File: config.mk
export PLATFORM = sky130hd
export DESIGN_NAME = pbb_queue
export DESIGN_NICKNAME = d
export VERILOG_FILES = /design/src/rtl/pbb_pkg.sv /design/src/rtl/pbb_queue.sv
export SDC_FILE = /design/constraint.sdc
export NUM_CORES = 1
export LEC_CHECK = 0
export ABC_AREA = 1
export BUFFER_PORTS_ARGS = -buffer_cell sky130_fd_sc_hd__buf_2
export CAP_MARGIN = 20
export CORE_ASPECT_RATIO = 0.75
export CORE_MARGIN = 10
export CORE_UTILIZATION = 40
export CTS_BUF_LIST = sky130_fd_sc_hd__clkbuf_8
export DETAILED_ROUTE_END_ITERATION = 10
export PLACE_DENSITY_LB_ADDON = 0.08
export SLEW_MARGIN = 0
export SYNTH_ARGS = -nofsm -noshare
export SYNTH_HDL_FRONTEND = slang
export SYNTH_SLANG_ARGS = --single-unit
export TNS_END_PERCENT = 20
File: constraint.sdc
create_clock -name clk_i -period 12.2 [get_ports clk_i]
set_input_delay 1.22 -clock clk_i [delete_from_list [all_inputs] [get_ports clk_i]]
set_output_delay 1.22 -clock clk_i [all_outputs]
set_load 0.005 [all_outputs]
File: src/rtl/pbb_pkg.sv
package pbb_pkg;

  localparam int MAX_PARTICLES = 16384;
  localparam int COUNT_MAX     = 32767;
  localparam int COUNT_CAP     = (MAX_PARTICLES < COUNT_MAX) ? MAX_PARTICLES : COUNT_MAX;
  localparam int COUNT_W       = 15;
  localparam int SUM_W         = 48;

  localparam logic [SUM_W-1:0] SUM_MAX = {SUM_W{1'b1}};

  localparam logic signed [33:0] WALL_RIGHT = 34'sd68812800;  // 1050.0
  localparam logic signed [33:0] WALL_LEFT  = 34'sd22937600;  // 350.0
  localparam logic signed [33:0] WALL_TOP   = 34'sd45875200;  // 700.0

  localparam logic signed [31:0] S32_MAX = 32'sh7fff_ffff;
  localparam logic signed [31:0] S32_MIN = 32'sh8000_0000;

  localparam logic [30:0]        TIME_STEP_RESET = 31'd65536;
  localparam logic signed [31:0] GRAVITY_RESET   = -32'sd642;
  localparam logic [30:0]        RADIUS_RESET    = 31'd131072;

  localparam logic [1:0] REG_TIME_STEP = 2'd0;
  localparam logic [1:0] REG_GRAVITY   = 2'd1;
  localparam logic [1:0] REG_RADIUS    = 2'd2;

  localparam int QUEUE_DEPTH = 2;
  localparam int QUEUE_AW    = $clog2(QUEUE_DEPTH);

  typedef struct packed {
    logic signed [31:0] right;
    logic signed [32:0] left_cmp;
    logic signed [31:0] left_clamp;
    logic signed [31:0] top;
    logic signed [31:0] bottom;
  } wall_lim_t;

  typedef struct packed {
    logic signed [31:0]   pos_x;
    logic signed [31:0]   pos_y;
    logic signed [31:0]   vel_x;
    logic signed [31:0]   vel_y;
    logic [30:0]          speed;
    logic                 last;
    logic [SUM_W-1:0]     sum;
    logic [COUNT_W-1:0]   count;
  } item_t;

  function automatic logic signed [31:0] neg_sat(input logic signed [31:0] v);
    logic signed [31:0] r;
    if (v == S32_MIN) r = S32_MAX;
    else r = -v;
    return r;
  endfunction

  function automatic logic signed [31:0] sat32(input logic signed [47:0] v);
    logic signed [31:0] r;
    if (v > 48'sh0000_7fff_ffff) r = S32_MAX;
    else if (v < -48'sh0000_8000_0000) r = S32_MIN;
    else r = v[31:0];
    return r;
  endfunction

  function automatic wall_lim_t calc_limits(input logic [30:0] radius);
    wall_lim_t        l;
    logic signed [33:0] r;
    logic signed [33:0] left;
    logic signed [33:0] right;
    logic signed [33:0] top;
    r     = $signed({3'b000, radius});
    right = WALL_RIGHT - r;
    left  = WALL_LEFT + r;
    top   = WALL_TOP - r;
    l.right    = right[31:0];
    l.left_cmp = left[32:0];
    if (left > 34'sh0_7fff_ffff) l.left_clamp = S32_MAX;
    else l.left_clamp = left[31:0];
    l.top    = top[31:0];
    l.bottom = $signed({1'b0, radius});
    return l;
  endfunction

endpackage

File: src/rtl/pbb_queue.sv
module pbb_queue (
  input  logic           clk_i,
  input  logic           rst_ni,
  input  logic           push_i,
  input  pbb_pkg::item_t data_i,
  output logic           ready_o,
  input  logic           pop_i,
  output logic           valid_o,
  output pbb_pkg::item_t data_o
);
  import pbb_pkg::*;

  item_t               mem_q [QUEUE_DEPTH];
  logic [QUEUE_AW-1:0] wr_q, wr_d, rd_q, rd_d;
  logic [QUEUE_AW:0]   fill_q, fill_d;
  logic                do_pop;

  assign ready_o = (fill_q != (QUEUE_AW + 1)'(QUEUE_DEPTH));
  assign valid_o = (fill_q != '0);
  assign data_o  = mem_q[rd_q];
  assign do_pop  = pop_i && valid_o;

  always_comb begin
    wr_d   = wr_q;
    rd_d   = rd_q;
    fill_d = fill_q;
    if (push_i) wr_d = (wr_q == QUEUE_AW'(QUEUE_DEPTH - 1)) ? '0 : wr_q + 1'b1;
    if (do_pop) rd_d = (rd_q == QUEUE_AW'(QUEUE_DEPTH - 1)) ? '0 : rd_q + 1'b1;
    if (push_i && !do_pop) fill_d = fill_q + 1'b1;
    else if (!push_i && do_pop) fill_d = fill_q - 1'b1;
  end

  always_ff @(posedge clk_i) begin
    if (push_i) mem_q[wr_q] <= data_i;
  end

  always_ff @(posedge clk_i or negedge rst_ni) begin
    if (!rst_ni) begin
      wr_q   <= '0;
      rd_q   <= '0;
      fill_q <= '0;
    end else begin
      wr_q   <= wr_d;
      rd_q   <= rd_d;
      fill_q <= fill_d;
    end
  end

endmodule

Word-level counts from Yosys, hierarchy flattened
Memories as Yosys holds them, arrays and structs flattened.
Cells that the tools add are included.
{"block": "op_classes", "eq_ne": 1, "add_sub_neg": 4, "n_mux": 6, "reduce_logical": 7}
{"cell": "$mux 1", "n": 4}
{"cell": "$mux 2", "n": 2}
{"cell": "$reduce_bool 2->1", "n": 2}
{"cell": "$logic_and 1x1->1", "n": 3}
{"cell": "$add 1x1->1 const B", "n": 2}
{"cell": "$add 2x1->2 const B", "n": 1}
{"cell": "$logic_not 1->1", "n": 2}
{"cell": "$ne 2x2->1 const B", "n": 1}
{"cell": "$sub 2x1->2 const B", "n": 1}
{"block": "totals", "ramBits": 446, "inputBits": 227, "reg_bits": 4, "word_cells": 22, "out_inout_bits": 225, "mem_count": 1}
{"memory": "mem_q", "words": 2, "width": 223, "rd": 1, "rd_clocked_by_memory_dff": 0, "write_ports": 1, "line": "pbb_queue.sv:13", "text": "item_t mem_q [QUEUE_DEPTH];"}

Depth between registers and ports, before layout
{"block": "depth", "word_depth": 5, "mapped_depth": 9, "mapped_depth_nobuf": 9}

Worst setup path before layout
Ideal clock, no wire load.
{"block": "synth_timing", "path_type": "input port to flip-flop", "from": "in push_i", "to": "mem mem_q[0][0] in the netlist's numbering, enable pin", "cell_stages": 2, "setup_time_ps": 817, "path_buffers": 0, "path_slack_ps": 806, "t_arrival_ps": 10577, "required_time_ps": 11383, "path_cell_list": "inv_1 > nor2_1"}
{"block": "synth_via", "elab_chain_cells": 2}
{"element": "start: declaration", "line": "pbb_queue.sv:4", "text": "input logic push_i,"}
{"element": "$mux 1", "line": "pbb_queue.sv:34", "text": "if (push_i) mem_q[wr_q] <= data_i;"}
{"element": "$mux 1 (implied by the code)", "line": "pbb_queue.sv:34"}
{"element": "end: declaration", "line": "pbb_queue.sv:13"}
No other way between the ends.

==> flow_metrics.tcl <==
set metrics [dict create \
    synth-seq-cells 450 \
    rsz_0062_raised_after_global_routing "false" \
    nets 1904 \
    grt_antenna_before_repair 16 \
    grt_first_pass_wirelength_um 62600 \
    crit_chain "inv_6 -> buf_4 -> nand2_1 -> nand2_1 -> buf_2" \
    hp-class "in -> async" \
    reg2reg_setup_slack_ns 8.99 \
    critical-path-top-delay-family "buffers and inverters" \
    post_cts.resized_instances 0 \
    die_w_um 254 \
    maxCapViolations 0 \
    power.leakage_nw 8.85 \
    syn_area_per_cell_um2 13.8 \
    placement_rows 64 \
    post_dp_cell_area_um2 19100 \
    clock_sinks 450 \
    cts_tree "yes" \
    final_min_period_over_clock_period_pct 36.7 \
    initial_detailed_routing_violation_count 600 \
    fin_worst_hold_slack_ns 0.429 \
    worstPathMaxFanout 84 \
    worst_pin_slew_ns 1.06 \
    worst-setup-path-type "reg -> out" \
    total_power_mw 4.62 \
    syn-num-nets 1420 \
    drcViolationCount 0 \
    run_status "finished clean" \
    floorplan.initialDensity_pct 40.5 \
    dpl.cell_count 2131 \
    clk_skew_ns 0.0267 \
    crit_arrival_ns 3.26 \
    mostFrequentLayoutCell "sky130_fd_sc_hd__nand2_1" \
    max_stage_delay_ns 0.82 \
    hold_viol_final 0 \
    number_of_i_o_port_buffers 451 \
    ant_nets 0 \
    die_y_um 196 \
    fmaxAchievable_mhz 223 \
    globalplace.congestion 0.777 \
    max-clock-path-buffers 3 \
    setup.worst_path.start_class "flip-flop" \
    dp_hpwl_um 28400 \
    timing.critical_path.to_type "primary output" \
    cts_buffers 71 \
    detailroute.via_count 10300 \
    drive_gt1_share_pct 31.4 \
    drv_slew 0 \
    worst_ep_required_time_ns 10.98 \
    cp_common_cell "sky130_fd_sc_hd__nand2_1" \
    min_period_ns 4.48 \
    post_drt_via_cell_ratio 4.55 \
    clkLatencyLatePin_ns 0.60 \
    critical_path.slowest_cell "sky130_fd_sc_hd__buf_4" \
    final_cell_mix "679 x sky130_fd_sc_hd__nand2_1, 451 x sky130_fd_sc_hd__buf_2, 446 x sky130_fd_sc_hd__edfxtp_1, 72 x sky130_fd_sc_hd__clkbuf_8, 35 x sky130_fd_sc_hd__inv_1" \
    io_pins 452 \
    area.growth.synth_to_final_pct 23.3 \
    gr-total-overflow 0 \
    p_per_area_nw_per_um2 227 \
    stdcell_count 2260 \
    slew_headroom_pct 29.4 \
    synthTopCellsByArea "sky130_fd_sc_hd__edfxtp_1 81%, sky130_fd_sc_hd__nand2_1 15%, sky130_fd_sc_hd__buf_6 1.2%" \
    setup_violations 0 \
    grtUsageTotal_pct 16.8 \
    syn_inst 1192 \
    clk_tree_root_cell "sky130_fd_sc_hd__clkbuf_8" \
    ys.warnings.count 0 \
    timing.final.ws_setup_ns 7.72 \
    detail_route.wirelength_um 43300 \
    first_global_vias 10400 \
    core_um2 40800 \
    grt_start_max_net_pins 87 \
    postCtsHoldBufs 0 \
    post_synth_instance_area_um2 16500 \
    clock_transition_at_path_regs_ns 0.06 \
    design.die.area_um2 49800 \
    yosysUniqueCellTypes 15 \
    post_placement_worst_setup_slack_ns 7.97 \
    htree_levels 3 \
    drt_pre_antenna_iters 4 \
    utilization_pct 49.9 \
    sequential_to_total_area_share_from_yosys_stat_pct 81.8 \
    final_area_um2 20300 \
    detail_route.wl_per_cell_um 19.2 \
    critical_path_buf_inv_count 3 \
    irDropWorstVdd_mv 0.220 \
    yosysTopAreaCell "sky130_fd_sc_hd__edfxtp_1" \
    postCtsSetupBuffers 0 \
    yosys.area.top_type_share_pct 81.2 \
    total_negative_setup_slack_ns 0 \
]
power by group:
group          switching [mW]  internal [mW]  total, mW  leakage [nW]
clock                   0.559          0.545       1.10         0.707
sequential              0.101           2.05       2.16          4.23
combinational           0.910          0.455       1.37          3.91
total                    1.57           3.05       4.62          8.85
layout make-up:
cell class	count	area (µm²)
well taps	528	661
clock buffers	72	991
inverters	7	38.8
diodes	9	22.5
multi-input cells	686	2610
flip-flops and latches	450	13500
fillers	3659	20400
repair buffers	460	2320
clock inverters	48	198
registers in the layout, summed over array words and instances, names as in the netlist:
name / count
mem_q: 446
rd_q: 1
wr_q: 1
fill_q: 2
final timing paths:
kind	endpoint	cells past startpoint	start
setup / recovery	data_o[111]	5	rd_q
hold / removal	fill_q[0]	1	rst_ni
max in group asynchronous	rd_q	1	rst_ni
setup reg to reg	mem_q[0][125]	3	wr_q
hold reg to reg	fill_q[0]	1	fill_q[0]
min in group clk_i	fill_q[0]	1	fill_q[0]
cell families (layout without fill, tap and decap cells):
logic type	Yosys count	in the layout	share of synthesized area [%]
simple gates	683	683	15.6
flops	450	450	81.8
buf+inv	56	587	2.44
xor+xnor	2	2	0.106
fa+ha+maj	1	1	0.0758
other cells	0	9	0
metal layers:
metal	track usage, %	vias up	wire length (µm)
met5	0	-	98
met4	5.49	18	877
met3	6.66	74	4060
met2	27.6	331	21200
met1	19.7	4848	17100
li1	-	5012	-
synth_stat cells, drive strengths merged:
master,count
nand4,1
buf,49
xnor2,1
ha,1
inv,7
nand2,679
dfrtp,4
edfxtp,446
nor2,1
xor2,1
nand3,2
Note: power is estimated with default switching activity, not from simulation.
