## src/rtl/pbb_pkg.sv

```systemverilog
package pbb_pkg;

  localparam int MAX_PARTICLES = 16384;
  localparam int COUNT_MAX     = 32767;
  localparam int COUNT_CAP     = (MAX_PARTICLES < COUNT_MAX) ? MAX_PARTICLES : COUNT_MAX;
  localparam int COUNT_W       = 15;
  localparam int SUM_W         = 48;

  localparam logic [SUM_W-1:0] SUM_MAX = {SUM_W{1'b1}};

  localparam logic signed [33:0] WALL_RIGHT = 34'sd68812800;  // 1050.0
  localparam logic signed [33:0] WALL_LEFT  = 34'sd22937600;  // 350.0
  localparam logic signed [33:0] WALL_TOP   = 34'sd45875200;  // 700.0

  localparam logic signed [31:0] S32_MAX = 32'sh7fff_ffff;
  localparam logic signed [31:0] S32_MIN = 32'sh8000_0000;

  localparam logic [30:0]        TIME_STEP_RESET = 31'd65536;
  localparam logic signed [31:0] GRAVITY_RESET   = -32'sd642;
  localparam logic [30:0]        RADIUS_RESET    = 31'd131072;

  localparam logic [1:0] REG_TIME_STEP = 2'd0;
  localparam logic [1:0] REG_GRAVITY   = 2'd1;
  localparam logic [1:0] REG_RADIUS    = 2'd2;

  localparam int QUEUE_DEPTH = 2;
  localparam int QUEUE_AW    = $clog2(QUEUE_DEPTH);

  typedef struct packed {
    logic signed [31:0] right;
    logic signed [32:0] left_cmp;
    logic signed [31:0] left_clamp;
    logic signed [31:0] top;
    logic signed [31:0] bottom;
  } wall_lim_t;

  typedef struct packed {
    logic signed [31:0]   pos_x;
    logic signed [31:0]   pos_y;
    logic signed [31:0]   vel_x;
    logic signed [31:0]   vel_y;
    logic [30:0]          speed;
    logic                 last;
    logic [SUM_W-1:0]     sum;
    logic [COUNT_W-1:0]   count;
  } item_t;

  function automatic logic signed [31:0] neg_sat(input logic signed [31:0] v);
    logic signed [31:0] r;
    if (v == S32_MIN) r = S32_MAX;
    else r = -v;
    return r;
  endfunction

  function automatic logic signed [31:0] sat32(input logic signed [47:0] v);
    logic signed [31:0] r;
    if (v > 48'sh0000_7fff_ffff) r = S32_MAX;
    else if (v < -48'sh0000_8000_0000) r = S32_MIN;
    else r = v[31:0];
    return r;
  endfunction

  function automatic wall_lim_t calc_limits(input logic [30:0] radius);
    wall_lim_t        l;
    logic signed [33:0] r;
    logic signed [33:0] left;
    logic signed [33:0] right;
    logic signed [33:0] top;
    r     = $signed({3'b000, radius});
    right = WALL_RIGHT - r;
    left  = WALL_LEFT + r;
    top   = WALL_TOP - r;
    l.right    = right[31:0];
    l.left_cmp = left[32:0];
    if (left > 34'sh0_7fff_ffff) l.left_clamp = S32_MAX;
    else l.left_clamp = left[31:0];
    l.top    = top[31:0];
    l.bottom = $signed({1'b0, radius});
    return l;
  endfunction

endpackage

```

## src/rtl/pbb_front.sv

```systemverilog
module pbb_front (
  input  logic              clk_i,
  input  logic              rst_ni,
  input  logic              s_axis_tvalid,
  output logic              s_axis_tready,
  // tdata fields from bit 0: pos_x, pos_y, vel_x, vel_y, speed, one pad bit
  input  logic [159:0]      s_axis_tdata,
  input  logic              s_axis_tlast,
  input  pbb_pkg::wall_lim_t lim_i,
  input  logic              q_ready_i,
  output logic              push_o,
  output pbb_pkg::item_t    item_o
);
  import pbb_pkg::*;

  logic [SUM_W-1:0]   sum_q, sum_d;
  logic [COUNT_W-1:0] count_q, count_d;

  logic signed [31:0] x0, y0, vx0, vy0;
  logic signed [31:0] x1, vx1, x2, vx2;
  logic signed [31:0] y1, vy1, y2, vy2;
  logic [30:0]        spd;
  logic [SUM_W:0]     sum_add;
  logic [SUM_W-1:0]   sum_new;
  logic [COUNT_W-1:0] count_new;

  assign x0  = $signed(s_axis_tdata[31:0]);
  assign y0  = $signed(s_axis_tdata[63:32]);
  assign vx0 = $signed(s_axis_tdata[95:64]);
  assign vy0 = $signed(s_axis_tdata[127:96]);
  assign spd = s_axis_tdata[158:128];

  // Each wall check works on the outcome of the one before it, so with
  // overlapping walls the left and bottom checks have the last word.
  always_comb begin
    x1  = x0;
    vx1 = vx0;
    if (x0 > lim_i.right) begin
      x1  = lim_i.right;
      vx1 = neg_sat(vx0);
    end
    x2  = x1;
    vx2 = vx1;
    if ($signed({x1[31], x1}) < lim_i.left_cmp) begin
      x2  = lim_i.left_clamp;
      vx2 = neg_sat(vx1);
    end
    y1  = y0;
    vy1 = vy0;
    if (y0 > lim_i.top) begin
      y1  = lim_i.top;
      vy1 = neg_sat(vy0);
    end
    y2  = y1;
    vy2 = vy1;
    if (y1 < lim_i.bottom) begin
      y2  = lim_i.bottom;
      vy2 = neg_sat(vy1);
    end
  end

  always_comb begin
    sum_add   = {1'b0, sum_q} + {{(SUM_W - 30){1'b0}}, spd};
    sum_new   = sum_q;
    count_new = count_q;
    if (count_q < COUNT_W'(COUNT_CAP)) begin
      sum_new   = sum_add[SUM_W] ? SUM_MAX : sum_add[SUM_W-1:0];
      count_new = count_q + 1'b1;
    end
  end

  assign s_axis_tready = q_ready_i;
  assign push_o        = s_axis_tvalid && q_ready_i;

  always_comb begin
    item_o.pos_x = x2;
    item_o.pos_y = y2;
    item_o.vel_x = vx2;
    item_o.vel_y = vy2;
    item_o.speed = spd;
    item_o.last  = s_axis_tlast;
    item_o.sum   = sum_new;
    item_o.count = count_new;
  end

  always_comb begin
    sum_d   = sum_q;
    count_d = count_q;
    if (push_o) begin
      if (s_axis_tlast) begin
        sum_d   = '0;
        count_d = '0;
      end else begin
        sum_d   = sum_new;
        count_d = count_new;
      end
    end
  end

  always_ff @(posedge clk_i or negedge rst_ni) begin
    if (!rst_ni) begin
      sum_q   <= '0;
      count_q <= '0;
    end else begin
      sum_q   <= sum_d;
      count_q <= count_d;
    end
  end

endmodule

```

## config.mk

```make
export PLATFORM = sky130hd
export DESIGN_NAME = pbb_front
export DESIGN_NICKNAME = d
export VERILOG_FILES = /design/src/rtl/pbb_pkg.sv /design/src/rtl/pbb_front.sv
export SDC_FILE = /design/constraint.sdc
export NUM_CORES = 1
export LEC_CHECK = 0
export BUFFER_PORTS_ARGS = -buffer_cell sky130_fd_sc_hd__buf_4
export CORE_MARGIN = 1.5
export CORE_UTILIZATION = 30
export DETAILED_ROUTE_END_ITERATION = 10
export PLACE_DENSITY = 0.66
export SETUP_SLACK_MARGIN = 0.05
export SLEW_MARGIN = 15
export SYNTH_ARGS = -nofsm -noshare
export SYNTH_HDL_FRONTEND = slang
export SYNTH_SLANG_ARGS = --single-unit
```

## constraint.sdc

```tcl
create_clock -name clk_i -period 7.7 [get_ports clk_i]
set_input_delay 1.155 -clock clk_i [delete_from_list [all_inputs] [get_ports clk_i]]
set_output_delay 1.155 -clock clk_i [all_outputs]
set_load 0.01 [all_outputs]
```

After elaboration in Yosys (flattened, before gate mapping)
Cells that the tools add are included. W data, S select, Z words.

Register bits: 63. Input bits: 326. Output and inout port bits: 225. Word-level logic and storage cells: 35.

$add $sub $neg: 6. $lt $le $gt $ge: 5. Equality and inequality tests: 4. Mux-type cells: 17. Reductions and logical operators: 1.

Operators by type and width (number): $mux W32 (12); $mux W48 (3); $eq A32 B32 Y1 const B (4); $neg A32 Y32 (4); $gt A32 B32 Y1 (2); $add A48 B31 Y49 (1); $lt A32 B33 Y1 (1); $lt A32 B32 Y1 (1); $mux W15 (2); $add A15 B1 Y15 const B (1); $lt A15 B15 Y1 const B (1); $logic_and A1 B1 Y1 (1).

Depth between registers and ports, before layout
Gate-level depths: netlist (run 1).

Depth after elaboration: 6. Mapped depth: 31. Gate-level depth less buffers: 24.

Worst setup path after synthesis (run 1)
No wires, ideal clock.

Path kind: input to output. Start point: input port lim_i[33] (netlist bit). End point: output port item_o[101] (netlist bit). Data arrival time: 6.695 ns. Required time: 6.545 ns. Path slack: -0.150 ns. Stages: 30. Buffers on the path: 7. Cells stage by stage: inv_1 ha_1 nor2b_1 o21a_1 o21a_1 o21ai_0 o211a_1 buf_2 a21oi_4 nor2_1 clkbuf_1 clkbuf_1 buf_1 buf_1 nand2_1 o21ai_0 ha_1 a21o_1 a21o_1 a21o_1 a21o_1 a21o_1 a211o_1 a21oi_1 a21boi_0 o31a_1 o21ai_1 buf_2 buf_1 a22oi_1.

RTL lines: from (decl) (line pbb_front.sv:9) `input pbb_pkg::wall_lim_t lim_i,`; to (decl) (line pbb_front.sv:12) `output pbb_pkg::item_t item_o`.

==> flow_summary_export.csv, run 1 <==
group,metric,value,unit
run_status,status,"complete, no violations",
setup_path,worstPathBufferInverterCount,6,
cts,cts_root_buf,"clkbuf_16",
synthesis,syn-cell-area,15700,sq um
setup_path,path_delay_family,"compound AO/OA/AOI/OAI gates",
setup_path,path_class,"primary input to output pin",
routing,wl_per_cell,18.0,microns
floorplanning,initial_core_util,0.305,
setup_path,crit_top_cell,"buf_4",
synthesis,synth_top_area_share,0.130,
final_layout,syn_to_final_growth,33.3,%
synthesis,ys_warn_count,0,
routing,vias_per_cell,5.50,
routing,routed_wl,63000,microns
cts,cts_inserted_buffers,9,
synthesis,avgSynthCellArea,6.72,sq um
timing,relSlewSlack,0.300,
synthesis,yosys-top-cells-area,"ha_1 13%, dfrtp_1 10%, nand2_1 9.4%",
placement,postPlaceCellArea,20600,sq um
synthesis,synth_top_area_cell,"ha_1",
grt,grt_pass1_wl,96600,microns
routing,vias,19263,
grt,antenna_found_initial,3,
power_and_ir_drop,ir_worst_vdd,0.126,mV
job,maxCapViolations,0,
setup_path,cp-endpoint,"item_o[156]",
final_layout,stdcell_count,3504,
cts,cts.clk_slew.worst_paths,60,ps
final_layout,design_area,21000,sq um
floorplanning,boundaryPins,551,
floorplanning,die_w,232,microns
placement,portBuffers,549,
timing,fin_worst_skew,8.85,ps
final_layout,layout_common_cells,"615 x buf_4, 393 x nand2_1, 205 x o21ai_0",
cts,clk_latency,340,ps
setup_path,rr_startpoint,"sum_q[0]$_DFFE_PN0P_",
routing,drc,0,
floorplanning,core_area,51600,sq um
timing,setup_ws,241,ps
cts,cts_sinks,63,
synthesis,ys_ff_latch,63,
power_and_ir_drop,power.density,208,nW/um^2
hold_path,hold_class,"flop to flop",
setup_path,end_kind,"output pin",
synthesis,synth_cell_type_count,103,
synthesis,synth-edff-count,0,
setup_path,crit_required,6550,ps
synthesis,yosysSeqAreaShare,0.100,
synthesis,syn_inst,2343,
timing,finalCritPeriodShare,0.969,
timing,worstMarginPinSlew,1050,ps
setup_path,cp-start-kind,"primary input",
grt,grt_start_max_net_pins,64,
final_layout,drive_gt1_frac,0.268,
final_layout,final_net_count,3306,
grt,grt_overflow,0,
routing,drtIter0Drc,1312,
setup_path,crit_arrival,6300,ps
timing,tns,0,ps
timing,max_freq,134,MHz
setup_path,cp_slowest_stage_delay,430,ps
routing,dr.pass1.iters,5,
timing,maxSlewViolCount,0,
placement,place_congestion,0.937,
cts,cts_tree,"yes",
routing,postRouteAntennaNets,0,
setup_path,cp_slowest_cell,"a221o_1",
final_layout,final_common_cell,"buf_4",
cts,hold_buffers,0,
setup_path,cp_max_fo,24,
setup_path,crit_path_start,"s_axis_tdata[17]",
synthesis,synthFlopType,"dfrtp_1",
setup_path,r2r_slack,3220,ps
placement,dp_hpwl,51500,microns
timing,rsz0062_at_grt,"false",
final_layout,fillCellCount,5470,
grt,track_usage,0.222,
timing,layout_min_cycle_time,7460,ps
synthesis,ys_async_sr_fraction,1.00,
timing,finalHoldViolCount,0,
setup_path,rr_endpoint,"sum_q[4]$_DFFE_PN0P_",
cts,htreeDepth,3,
setup_path,reg2regPathDepth,15,
synthesis,syn_nets,2833,
placement,preCtsSetupSlack,118,ps
cts,cts.path.max_buffers,2,
floorplanning,rows,83,
timing,setup_viol,0,
grt,grt_pass1_vias,17888,
floorplanning,die_y,232,microns
power_and_ir_drop,leakage,10.5,nW
setup_path,cp.depth,26,
floorplanning,die_area,53900,sq um
placement,dp_cells,3482,
==> per-stage QoR <==
| step | util | total power [W] | hold slack, ps |
|---|---|---|---|
| floorplan | - | 0.00242 | 476 |
| global placement | 0.398 | 0.00386 | 500 |
| detailed placement | 0.398 | 0.00386 | 510 |
| CTS | 0.405 | 0.00434 | 522 |
| global route | 0.407 | 0.00471 | 544 |
| finish | 0.407 | 0.00437 | 518 |
==> sequential cells by signal, summed over array words and instances (netlist names) <==
register and flops:
count_q 15, sum_q 48
==> where the power goes <==
| group | switching, W | internal [W] | total (W) |
|---|---|---|---|
| Clock | 0.000173 | 0.000288 | 0.000460 |
| Combinational | 0.00186 | 0.00160 | 0.00346 |
| Sequential | 0.0000563 | 0.000393 | 0.000449 |
| Total | 0.00209 | 0.00228 | 0.00437 |
==> per-layer routing <==
layer / vias to the layer above / global-route usage / wire, microns
li1: 9457 / - / -
met1: 8912 / 0.279 / 26600
met2: 795 / 0.378 / 29700
met3: 99 / 0.0413 / 4760
met4: 0 / 0.0749 / 1940
met5: - / 0 / 0
==> cell usage after synthesis (36+ instances only) <==
cell type,count
a21oi_1,136
xnor2_1,45
a21o_1,71
xor2_1,45
inv_1,165
ha_1,163
nand3_1,55
nor3_1,64
and3_1,36
dfrtp_1,63
nand2_1,393
nand4_1,40
a22o_1,39
o21ai_0,212
nor2_1,169
buf_4,39
a31oi_1,37
clkbuf_1,80
==> cells by family (layout without fill, tap and decap cells) <==
family	after synthesis	count (layout)	synth area share
adders and majority gates	164	164	0.131
AOI/OAI and AO/OA	746	746	0.318
buffers and inverters	327	805	0.0929
DFF	63	63	0.100
xor gates and xnor gates	90	90	0.0501
muxes	33	33	0.0233
and+or+nand+nor	920	920	0.285
other	0	3	0
==> tightest hold or removal path, cell delays in order, from the launching register on <==
cell and delay (ps):
dfrtp_1 370, nand2_1 60, o31ai_1 60
==> worst min-delay path by stage <==
stage,start,end,cells past startpoint
after floorplan,sum_q[18]$_DFFE_PN0P_,sum_q[18]$_DFFE_PN0P_,2
final,sum_q[23]$_DFFE_PN0P_,sum_q[23]$_DFFE_PN0P_,2
after global routing,sum_q[29]$_DFFE_PN0P_,sum_q[29]$_DFFE_PN0P_,1
after global placement,sum_q[23]$_DFFE_PN0P_,sum_q[23]$_DFFE_PN0P_,2
after CTS,sum_q[23]$_DFFE_PN0P_,sum_q[23]$_DFFE_PN0P_,2
after detailed placement,sum_q[23]$_DFFE_PN0P_,sum_q[23]$_DFFE_PN0P_,2
==> final cells by class <==
| cell class | count | area (sq um) | area share |
|---|---|---|---|
| well taps | 680 | 851 | 0.0405 |
| inverters | 165 | 619 | 0.0295 |
| diodes | 3 | 7.51 | 0.000358 |
| clock inverters | 7 | 103 | 0.00489 |
| repair buffers | 624 | 4780 | 0.228 |
| flip-flops and latches | 63 | 1580 | 0.0751 |
| clock buffers | 9 | 225 | 0.0107 |
| multi-input cells | 1953 | 12800 | 0.611 |
==> repair_timing <==
item	in CTS	in global routing
buffers inserted	0	2
gates resized for setup	0	18
endpoints found under the setup margin	0	94
Power figures use the tool's default switching activity.
==> run 2, diff against run 1 <==
Settings changed: BUFFER_PORTS_ARGS -buffer_cell sky130_fd_sc_hd__buf_4 to -buffer_cell sky130_fd_sc_hd__clkbuf_2, CORE_MARGIN 1.5 to 5, SLEW_MARGIN 15 to not set.
==> run 2 against run 1 <==
Net effect: final cell count grew 0.51%; critical endpoint is now item_o[97]; via count up 1.0%; critical path type unchanged; wire length rose by 4.1%.
==> flow_summary_export.csv, run 2 (synthesized netlist as in run 1, its figures left out) <==
group,metric,value,unit
hold_path,holdPathEnd,"sum_q[20]$_DFFE_PN0P_",
cts,cts_sinks,63,
setup_path,end_kind,"output pin",
routing,vias,19455,
placement,dp_hpwl,53000,microns
timing,finalCritPeriodShare,0.962,
final_layout,top_register,"sum_q",
routing,postRouteAntennaNets,0,
setup_path,crit_required,6550,ps
cts,cts.clk_slew.worst_paths,60,ps
floorplanning,core_area,52200,sq um
final_layout,fillCellCount,5586,
routing,wl_per_cell,18.6,microns
grt,track_usage,0.209,
power_and_ir_drop,power.density,210,nW/um^2
setup_path,r2r_slack,3220,ps
cts,cts_inserted_buffers,9,
power_and_ir_drop,ir_worst_vdd,0.128,mV
setup_path,rr_startpoint,"sum_q[0]$_DFFE_PN0P_",
placement,portBuffers,549,
setup_path,path_class,"primary input to output pin",
placement,place_congestion,0.972,
routing,drtIter0Drc,1376,
routing,vias_per_cell,5.52,
hold_path,hp-start,"sum_q[20]$_DFFE_PN0P_",
floorplanning,die_area,57200,sq um
final_layout,design_area,19900,sq um
floorplanning,boundaryPins,551,
timing,rsz0062_at_grt,"false",
setup_path,cp-start-kind,"primary input",
setup_path,cp_slowest_stage_delay,400,ps
timing,worstMarginPinSlew,1020,ps
final_layout,syn_to_final_growth,26.4,%
cts,cts.path.max_buffers,2,
timing,setup_viol,0,
final_layout,largest_reg_flops,48,
routing,dr.pass1.iters,5,
cts,clk_latency,340,ps
timing,max_freq,135,MHz
final_layout,largestRegisters,"sum_q: 48 flops, count_q: 15 flops",
final_layout,final_common_cell,"clkbuf_2",
floorplanning,initial_core_util,0.301,
timing,setup_ws,291,ps
hold_path,hold_class,"flop to flop",
placement,preCtsSetupSlack,146,ps
timing,tns,0,ps
timing,maxSlewViolCount,0,
power_and_ir_drop,leakage,10.2,nW
timing,whs,526,ps
setup_path,crit_arrival,6250,ps
final_layout,final_net_count,3318,
run_status,status,"complete, no violations",
hold_path,min_path_cells,1,
final_layout,layout_common_cells,"546 x clkbuf_2, 393 x nand2_1, 197 x o21ai_0",
grt,antenna_found_initial,2,
timing,relSlewSlack,0.320,
setup_path,cp.depth,27,
timing,finalHoldViolCount,0,
setup_path,reg2regPathDepth,15,
grt,grt_pass1_vias,17866,
timing,layout_min_cycle_time,7410,ps
setup_path,cp_max_fo,6,
floorplanning,die_y,239,microns
grt,grt_pass1_wl,98500,microns
cts,htreeDepth,3,
setup_path,worstPathBufferInverterCount,7,
setup_path,cp_slowest_cell,"nor4_4",
placement,postPlaceCellArea,19200,sq um
setup_path,rr_endpoint,"sum_q[18]$_DFFE_PN0P_",
cts,cts_root_buf,"clkbuf_16",
timing,fin_worst_skew,9.00,ps
setup_path,path_delay_family,"compound AO/OA/AOI/OAI gates",
routing,routed_wl,65600,microns
floorplanning,rows,84,
routing,drc,0,
setup_path,crit_top_cell,"a21o_1",
power_and_ir_drop,power,0.00418,W
final_layout,drive_gt1_frac,0.277,
cts,cts_tree,"yes",
job,maxCapViolations,0,
grt,grt_overflow,0,
floorplanning,die_w,239,microns
grt,grt_start_max_net_pins,64,
[run 2: cell types whose count changed in the layout (fill, tap and decap cells not counted), sizes merged]
cell / previous run / this run
clkbuf: 10 / 558
buf: 623 / 87
diode: 3 / 1
bufinv: 2 / 3
clkinv: 1 / 0
clkinvlp: 1 / 0
inv: 168 / 169
[run 2: routing by layer]
metal,up-vias,GRT usage,part of all wire
met5,-,0,0.00017
met4,2,0.0522,0.025
met3,102,0.0292,0.075
met2,822,0.361,0.48
met1,9054,0.276,0.42
li1,9475,-,-
[run 2: what timing repair did]
| action | in CTS | in global routing |
|---|---|---|
| hold buffers | 0 | 0 |
| hold endpoints to repair | 0 | 0 |
| resized for setup | 0 | 61 |
| endpoints found under the setup margin | 0 | 127 |
| buffers inserted | 0 | 16 |
[run 2: final cells by class]
class	instances	area, sq um	share of cell area
Clock inverter	7	125	0.00629
Tap cell	688	861	0.0433
Multi-Input combinational cell	1953	12900	0.650
Clock buffer	9	225	0.0113
Sequential cell	63	1580	0.0792
Antenna cell	1	2.50	0.000126
Timing Repair Buffer	636	3560	0.179
Inverter	165	619	0.0311
[run 2: how the worst max path moves through the flow]
stage                from          end  slack [ps]
4_1_cts         lim_i[49]  item_o[104]         110
6_report        lim_i[57]   item_o[97]         290
5_1_grt        lim_i[148]  item_o[156]          20
3_3_place_gp   lim_i[136]  item_o[156]         150
2_1_floorplan  lim_i[143]  item_o[157]          50
3_5_place_dp   lim_i[134]  item_o[156]         150
[run 2: worst register-to-register path, stage by stage (launching register included)]
cell and delay (ps):
dfrtp_1 370, ha_1 170, inv_1 50, fa_1 370, nor2b_1 160, o21ai_0 120, a21oi_1 250, o41a_1 210
o2111ai_1 120, a21boi_0 430, o211ai_1 220, a31oi_1 460, o21ai_0 180, a21oi_1 790, a21oi_1 210, o31ai_1 280
[run 2: per-stage QoR]
stage                      util  cells
final                     0.381   3522
after global routing      0.381   3522
after CTS                 0.374   3502
after detailed placement  0.367   3486
after global placement    0.367   3486
after floorplan               -   2343
[run 2: where the power goes]
part	switching [W]	internal, W
registers	0.0000579	0.000393
clock network	0.000174	0.000321
logic	0.00189	0.00134
==> run 3, diff against run 2 <==
Settings changed: CORE_UTILIZATION 30 to 35, PLACE_DENSITY 0.66 to 0.73, REMOVE_ABC_BUFFERS set to 1.
Clock period 7.7 ns to 6.55 ns, I/O delays scaled along.
==> run 3 against run 2 <==
Net effect: the flow now finishes with violations (setup timing); final cell count rose by 3.7%; die area fell by 14%; count of clock-buffer cells in the layout rose by 1; utilization rose by 16 points; sequential power rose by 18%; critical path type unchanged; final area rose by 20%; global-route usage rose by 5.0 points; sequential share of layout area fell by 1.3 points.
==> flow_summary_export.csv, run 3 (synthesized netlist as in run 1, its figures left out) <==
group,metric,value,unit
final_layout,design_area,24000,sq um
routing,postRouteAntennaNets,0,
floorplanning,die_y,222,microns
placement,preCtsSetupSlack,-603,ps
routing,vias,21068,
timing,worstMarginPinSlew,1190,ps
placement,dp_hpwl,54300,microns
final_layout,fillCellCount,4045,
floorplanning,core_area,44300,sq um
setup_path,cp_max_fo,8,
final_layout,utilization,0.541,
timing,layout_min_cycle_time,6850,ps
cts,cts_inserted_buffers,9,
setup_path,cp_slowest_stage_delay,370,ps
final_layout,top_register,"sum_q",
routing,routed_wl,71700,microns
timing,rsz0062_at_grt,"true",
cts,hold_buffers,0,
grt,antenna_found_initial,4,
timing,max_freq,146,MHz
grt,track_usage,0.259,
final_layout,largestRegisters,"sum_q: 48 flops, count_q: 15 flops",
floorplanning,initial_core_util,0.355,
setup_path,path_class,"primary input to output pin",
cts,cts_tree,"yes",
hold_path,hold_class,"flop to flop",
job,maxCapViolations,0,
timing,setup_ws,-296,ps
routing,vias_per_cell,5.77,
power_and_ir_drop,ir_worst_vdd,0.171,mV
routing,wl_per_cell,19.6,microns
timing,relSlewSlack,0.208,
cts,htreeDepth,3,
timing,fin_worst_skew,8.76,ps
floorplanning,die_w,222,microns
floorplanning,die_area,49300,sq um
timing,whs,508,ps
floorplanning,rows,77,
final_layout,multi_input_area,14700,sq um
grt,grt_start_max_net_pins,64,
setup_path,crit_required,5570,ps
power_and_ir_drop,power,0.00593,W
timing,setup_viol,128,
cts,cts_root_buf,"clkbuf_16",
grt,grt_util_met2,0.439,
cts,cts.path.max_buffers,2,
cts,cts_sinks,63,
final_layout,seqCellArea,1580,sq um
setup_path,cp_slowest_cell,"a221o_1",
setup_path,crit_top_cell,"buf_12",
grt,grt_util_met3,0.0522,
floorplanning,boundaryPins,551,
final_layout,final_net_count,3545,
routing,drtIter0Drc,2078,
grt,met1_usage,0.321,
timing,finalHoldViolCount,0,
setup_path,crit_arrival,5860,ps
final_layout,final_common_cell,"clkbuf_2",
cts,clk_latency,330,ps
setup_path,end_kind,"output pin",
cts,cts.clk_slew.worst_paths,50,ps
run_status,violations,"setup timing",
placement,place_congestion,1.03,
grt,top_usage_layer,"met2",
placement,portBuffers,549,
power_and_ir_drop,leakage,11.9,nW
grt,grt_pass1_wl,107000,microns
final_layout,syn_to_final_growth,52.2,%
routing,drc,0,
grt,grt_overflow,0,
final_layout,largest_reg_flops,48,
timing,finalCritPeriodShare,1.05,
power_and_ir_drop,power.density,247,nW/um^2
final_layout,drive_gt1_frac,0.416,
routing,dr.pass1.iters,6,
placement,postPlaceCellArea,20200,sq um
timing,maxSlewViolCount,0,
final_layout,layout_common_cells,"456 x clkbuf_2, 343 x nand2_1, 243 x buf_4",
run_status,status,"finished with violations",
grt,grt_pass1_vias,19909,
setup_path,cp-start-kind,"primary input",
run 3: routing by layer:
metal	share of wire	wire length, microns	vias to the layer above
li1	-	-	9955
met1	0.39	28100	9769
met2	0.47	33700	1105
met3	0.087	6220	233
met4	0.050	3610	6
met5	0.00054	39	-
run 3: final cells by class:
cell class	count	share of cell area
Antenna cell	1	0.000104
Sequential cell	63	0.0658
Timing Repair Buffer	862	0.252
Tap cell	592	0.0309
Multi-Input combinational cell	1954	0.612
Clock buffer	10	0.00997
Clock inverter	6	0.00188
Inverter	165	0.0266
run 3: worst paths after layout:
check                                       from  slack (ps)  cells after the start                      end
setup reg to reg            sum_q[0]$_DFFE_PN0P_        2200                     15    sum_q[47]$_DFFE_PN0P_
setup / recovery                      lim_i[139]        -300                     27              item_o[156]
hold reg to reg            sum_q[18]$_DFFE_PN0P_         510                      2    sum_q[18]$_DFFE_PN0P_
min in group asynchronous                 rst_ni         830                      2  count_q[11]$_DFFE_PN0P_
hold / removal             sum_q[18]$_DFFE_PN0P_         510                      2    sum_q[18]$_DFFE_PN0P_
max in group asynchronous                 rst_ni        5140                      2    sum_q[43]$_DFFE_PN0P_
run 3: metrics by stage:
stage               TNS [ps]  cells
floorplan            -552240   2181
global placement      -41790   3545
detailed placement    -48480   3545
CTS                    -9400   3626
global route          -51010   3652
finish                -24430   3653
run 3: worst max-delay path: cells and delay by family:
| kind | cells | cell delay, ps |
|---|---|---|
| and+or+nand+nor | 3 | 360 |
| AOI/OAI and AO/OA | 14 | 2850 |
| adders and majority gates | 2 | 470 |
| buffers and inverters | 7 | 1010 |
| xor gates and xnor gates | 1 | 180 |
run 3: repair_timing:
| item | in CTS | in global routing |
|---|---|---|
| buffers inserted | 53 | 35 |
| resized for setup | 394 | 293 |
| pin swaps | 118 | 108 |
| endpoints found under the hold margin | 0 | 0 |
| cloned | 15 | 2 |
| setup endpoints to repair | 128 | 128 |
run 3: power by group:
group | total (W) | internal [W] | switching, W
combinational | 0.00494 | 0.00230 | 0.00265
clock | 0.000455 | 0.000268 | 0.000187
sequential | 0.000530 | 0.000462 | 0.0000678
